==> src/rtl/core/pdsp_pkg.sv <==
// Shared types, constants and field helpers for the point projection depth splat core.
package pdsp_pkg;

    localparam int AW       = 12;            // depth store address bits
    localparam int DEPTH    = 4096;          // depth store entries
    localparam int QB       = 12;            // quotient bits kept by the divider
    localparam int NW       = 64;            // divider datapath width
    localparam int PW       = 50;            // width of the transform and intrinsic sums
    localparam logic [31:0] EMPTY_MARK = 32'h8000_0000;

    typedef enum logic [2:0] {
        REG_ROT_X  = 3'd0,
        REG_ROT_Y  = 3'd1,
        REG_ROT_Z  = 3'd2,
        REG_INTR_A = 3'd3,
        REG_INTR_B = 3'd4,
        REG_INTR_C = 3'd5
    } t_reg_idx;

    // Control that rides along with a beat up to the divider.
    typedef struct packed {
        logic          v;
        logic          cmd;
        logic [AW-1:0] idx;
    } t_tag;

    // Control that rides alongside the divider lanes.
    typedef struct packed {
        logic               v;
        logic               cmd;
        logic [AW-1:0]      idx;
        logic signed [31:0] cz;
        logic               neg0;
        logic               neg1;
        logic               zero;
    } t_side;

    // Signed 16-bit coefficient k of a packed register.
    function automatic logic signed [15:0] fld(input logic [63:0] r, input logic [1:0] k);
        return $signed(r[16*k +: 16]);
    endfunction

endpackage

==> src/rtl/core/pdsp_div.sv <==
// Pipelined restoring divider: one quotient bit per stage, with an overflow flag.
module pdsp_div (
    input  logic                      i_clk,
    input  logic                      i_en,
    input  logic [pdsp_pkg::NW-1:0]   i_num,
    input  logic [pdsp_pkg::NW-1:0]   i_den,
    output logic [pdsp_pkg::QB-1:0]   o_quo,
    output logic                      o_ovf
);
    localparam int QB = pdsp_pkg::QB;
    localparam int NW = pdsp_pkg::NW;

    logic [NW-1:0] r_rem [0:QB-1];
    logic [NW-1:0] r_den [0:QB-1];
    logic [QB-1:0] r_quo [0:QB];
    logic          r_ovf [0:QB];

    // quotient would not fit in QB bits
    always_ff @(posedge i_clk) begin
        if (i_en) begin
            r_rem[0] <= i_num;
            r_den[0] <= i_den;
            r_quo[0] <= '0;
            r_ovf[0] <= (i_num >= (i_den << QB));
        end
    end

    for (genvar k = 1; k <= QB; k++) begin : g_stage
        localparam int B = QB - k;
        logic [NW-1:0] dsh;
        logic          ge;
        assign dsh = r_den[k-1] << B;
        assign ge  = (r_rem[k-1] >= dsh);

        always_ff @(posedge i_clk) begin
            if (i_en) begin
                r_quo[k] <= ge ? (r_quo[k-1] | (QB'(1) << B)) : r_quo[k-1];
                r_ovf[k] <= r_ovf[k-1];
            end
        end

        if (k < QB) begin : g_rem
            always_ff @(posedge i_clk) begin
                if (i_en) begin
                    r_rem[k] <= ge ? (r_rem[k-1] - dsh) : r_rem[k-1];
                    r_den[k] <= r_den[k-1];
                end
            end
        end
    end

    assign o_quo = r_quo[QB];
    assign o_ovf = r_ovf[QB];

endmodule

==> config.mk <==
export PLATFORM = sky130hd
export DESIGN_NAME = pdsp_div
export DESIGN_NICKNAME = d
export VERILOG_FILES = /design/src/rtl/core/pdsp_pkg.sv /design/src/rtl/core/pdsp_div.sv
export SDC_FILE = /design/constraint.sdc
export NUM_CORES = 2
export LEC_CHECK = 0
export BUFFER_PORTS_ARGS = -buffer_cell sky130_fd_sc_hd__buf_2
export CORE_MARGIN = 10
export CORE_UTILIZATION = 50
export CTS_CLUSTER_DIAMETER = 30
export CTS_CLUSTER_SIZE = 20
export DETAILED_ROUTE_END_ITERATION = 10
export HOLD_SLACK_MARGIN = 0.12
export PLACE_DENSITY = 0.76
export SLEW_MARGIN = 25
export SYNTH_ARGS = -nofsm -noshare
export SYNTH_HDL_FRONTEND = slang
export SYNTH_SLANG_ARGS = --single-unit
==> constraint.sdc <==
create_clock -name i_clk -period 6.6 [get_ports i_clk]
set_input_delay 0.33 -clock i_clk [delete_from_list [all_inputs] [get_ports i_clk]]
set_output_delay 0.33 -clock i_clk [all_outputs]
set_load 0.02 [all_outputs]
==> results.yml <==
status:
  status: "finished clean"
floorplan:
  chipWidth_um: 461.1
  fp.dieArea_sq_um: 212600
  row_count: 161
  fp.coreArea_sq_um: 193000
  initial_utilization_pct: 50.41
  top_level_ports: 143
  floorplan.die.height_um: 461.1
synth:
  syn_area_sq_um: 97290
  top_area_cells_in_the_synthesized_netlist: "edfxtp_1 (50%), ha_1 (9.7%), a21oi_1 (4.8%)"
  share_of_yosys_cell_area_claimed_by_the_top_area_cell_type_pct: 50.22
  synthCells: 9288
  synthesis.yosys.warnings: 0
  post_synth_num_cell_types: 89
  synthesized_netlist_net_count: 10183
  dominantRegCellSynth: "edfxtp_1"
  synth-edff-count: 1627
  post_synth.cell_area_avg_sq_um: 10.47
  ys_ff_latch: 1627
  synth_largest_area_cell: "edfxtp_1"
  synth_async_sr_flop_share_pct: 0
  yosysSeqAreaShare_pct: 50.22
timing:
  skew_ns: 0.05444
  final.setup.tns_ns: 0
  period_minus_slack_ns: 4.840
  finalMaxSlewViolations: 0
  grt_setup_unrepaired: "false"
  setup_ws_ns: 1.760
  final.period_utilization_pct: 73.33
  setup_viol_count_final: 0
  maxSlewHeadroom_pct: 31.61
  worst_slew_pin_slew_ns: 1.000
  final_hold_viol_count: 0
  max_freq_mhz: 206.6
power_and_ir_drop:
  p_leak_uw: 0.04780
  vdd.ir_drop.worst_uv: 279.0
  pwr_density_cell_nw_per_um2: 480.3
critical_path:
  timing.critical_path.cells: "inv_1, ha_1, nand4_1, nor4_1, nand4_1, o211ai_1, a21o_1, a211o_1, a221oi_1, o21ai_1, a21o_4, buf_4, mux2_2"
  worstSetupPathType: "reg -> reg"
  critPathRequiredTime_ns: 7.22
  register_to_register_path_depth: 13
  setup.worst_path.start_class: "flip-flop"
  timing.critical_path.mode_cell: "nand4_1"
  slowest_stage: "nor4_1"
  critical_path_arrival_ns: 5.46
  cp_max_fo: 70
  number_of_buffers_and_inverters_on_the_critical_path: 2
  cp-end-kind: "flip-flop"
  timing.critical_path.max_delay_family: "compound AO/OA/AOI/OAI gates"
  r2r_end: "r_rem[3][24]"
  r2r-start: "r_den[2][13]"
  slowest_delay_ns: 0.76
  r2r_slack_ns: 1.76
drt:
  detailroute.via_count: 70233
  drt-initial-drc-count: 5092
  via_per_inst: 5.616
  wl_per_cell_um: 18.68
  drt_pre_antenna_iters: 7
  drc: 0
  ant_nets: 0
  route.final.wire_length_um: 233700
clock_network:
  cts.path.max_buffers: 4
  cts_made_buffers: 346
  ctsHtreeMaxLevel: 5
  insertion_delay_ns: 0.93
  cts_resized: 0
  clockRootBuffer: "clkbuf_16"
  cts_tree: "done"
  post-cts-setup-buffer-count: 0
  worst_setup_hold_path_clk_slew_ns: 0.05
  clkSinkCount: 1627
placed_design:
  dp_hpwl_um: 174200
  gp_routability_congestion: 0.9157
  portBuffers: 142
  place_worst_setup_slack_ns: 1.699
cells_and_area:
  area_growth_pct: 17.36
  final_layout_size_suffix_gt1_share_pct: 9.389
  post_layout_net_count: 10612
  insertedDiodeCount: 0
hold_path:
  hold-path-cell-count: 2
  min_to: "r_den[0][52]"
  hold_path_class: "in -> reg"
  hp-start: "i_den[52]"
job:
  cap_violations: 0
global_route:
  globalRouteOverflowTotal: 0
  grt_start_max_net_pins: 183
  antenna_found_initial: 1
  groute.usage.overall_pct: 21.61
  grt_pass1_wl_um: 375200
  grt_pass1_vias: 71714
metrics by stage:
stage	utilization [%]	power (uW)	instances	instance area (sq um)	hold WS (ns)
2_1_floorplan	-	32070	9288	97290	0.4003
3_3_place_gp	52.02	37360	11674	100400	0.4004
3_5_place_dp	52.02	37630	11675	100400	0.4045
4_1_cts	59.15	54970	12505	114200	0.1201
5_1_grt	59.17	58490	12506	114200	0.1479
6_report	59.17	54840	12506	114200	0.1817
synth_stat cells (9+ instances only):
| cell type | count |
|---|---|
| a311oi_1 | 14 |
| buf_4 | 14 |
| a21oi_1 | 938 |
| nand4_1 | 192 |
| o31a_1 | 25 |
| nand3_1 | 157 |
| nand2_1 | 748 |
| nor4b_1 | 16 |
| xor2_1 | 232 |
| and2_1 | 46 |
| a21o_1 | 442 |
| and3_1 | 73 |
| buf_2 | 52 |
| a211oi_1 | 66 |
| a221o_1 | 11 |
| clkbuf_1 | 242 |
| o21ai_1 | 15 |
| ha_1 | 754 |
| nor3_1 | 85 |
| o21bai_1 | 118 |
| nor2_1 | 556 |
| nor2b_1 | 86 |
| mux2_2 | 143 |
| or3_1 | 20 |
| a21boi_0 | 30 |
| o31ai_1 | 61 |
| nor3b_1 | 9 |
| and4_1 | 15 |
| or2_2 | 13 |
| mux2i_1 | 12 |
| a221oi_1 | 18 |
| fa_1 | 11 |
| inv_1 | 915 |
| xnor2_1 | 341 |
| o211ai_1 | 42 |
| o21ai_0 | 646 |
| a41oi_1 | 20 |
| nand2b_1 | 80 |
| o21a_1 | 78 |
| nor4_1 | 35 |
| a31o_2 | 20 |
| a211o_1 | 16 |
| a31oi_1 | 86 |
| buf_1 | 11 |
| edfxtp_1 | 1627 |
cell families (layout without fill, tap and decap cells):
logic type	Yosys count	count (layout)	synth area share [%]
adder cells (fa/ha/maj)	765	765	9.923
multiplexers	155	155	1.779
buffers and inverters	1236	1928	4.890
AND/OR/NAND/NOR	2166	2166	10.43
XOR/XNOR	573	573	5.158
flip-flops	1627	1627	50.22
AO/OA/AOI/OAI	2766	2766	17.60
state kept, by name, summed over array words and instances, names as in the netlist:
name,flops
r_den,768
r_ovf,13
r_quo,78
r_rem,768
layer usage:
layer  part of all wire [%]  vias up  global-route usage, %
met2                     49     1922                  37.89
met1                     42    32660                  26.07
met5                      0        -                      0
li1                       -    34970                      -
met3                    4.0      681                  2.991
met4                    5.0        0                  10.57
how the worst max path moves through the flow:
stage	start	end	slack, ns	cells after the start
finish	r_den[2][13]	r_rem[3][24]	1.76	13
global route	r_den[2][13]	r_rem[3][21]	1.47	13
CTS	r_den[2][13]	r_rem[3][24]	1.65	13
detailed placement	r_den[2][13]	r_rem[3][24]	1.70	13
global placement	r_rem[2][23]	r_rem[3][10]	1.73	12
floorplan	r_rem[1][10]	r_rem[2][58]	2.95	15
placed cells by master (no fill, tap or decap), drive strengths merged, types with 17 or more instances in the layout:
master,instances
a211oi,69
a21boi,31
a21o,445
a21oi,938
a221oi,19
a31o,20
a31oi,88
a41oi,21
and2,49
and3,73
buf,181
bufinv,48
clkbuf,389
clkinv,104
clkinvlp,47
dlygate4sd3,219
edfxtp,1627
ha,754
inv,940
mux2,143
nand2,748
nand2b,80
nand3,157
nand4,192
nor2,557
nor2b,86
nor3,85
nor4,35
nor4b,17
o211ai,43
o21a,78
o21ai,661
o21bai,118
o31a,25
o31ai,63
or3,20
xnor2,341
xor2,232
power by group:
part           total [uW]  internal [uW]  switching (uW)  leakage [uW]
clock network       16900          11600            5350       0.00551
logic               21900           8780           13100        0.0264
registers           16100          14700            1330        0.0159
area by class of cell:
| cell class | count | area [sq um] |
|---|---|---|
| fillers | 15815 | 78800 |
| flip-flops and latches | 1627 | 48860 |
| multi-input cells | 6425 | 43790 |
| clock buffers | 389 | 8947 |
| inverters | 917 | 3443 |
| repair buffers | 400 | 3366 |
| well taps | 2526 | 3161 |
| clock inverters | 222 | 2621 |
timing repair:
action                                  in CTS  in global routing
endpoints found under the hold margin      246                  0
hold buffers                               219                  0
endpoints found under the setup margin       0                  0
Power figures use the tool's default switching activity.
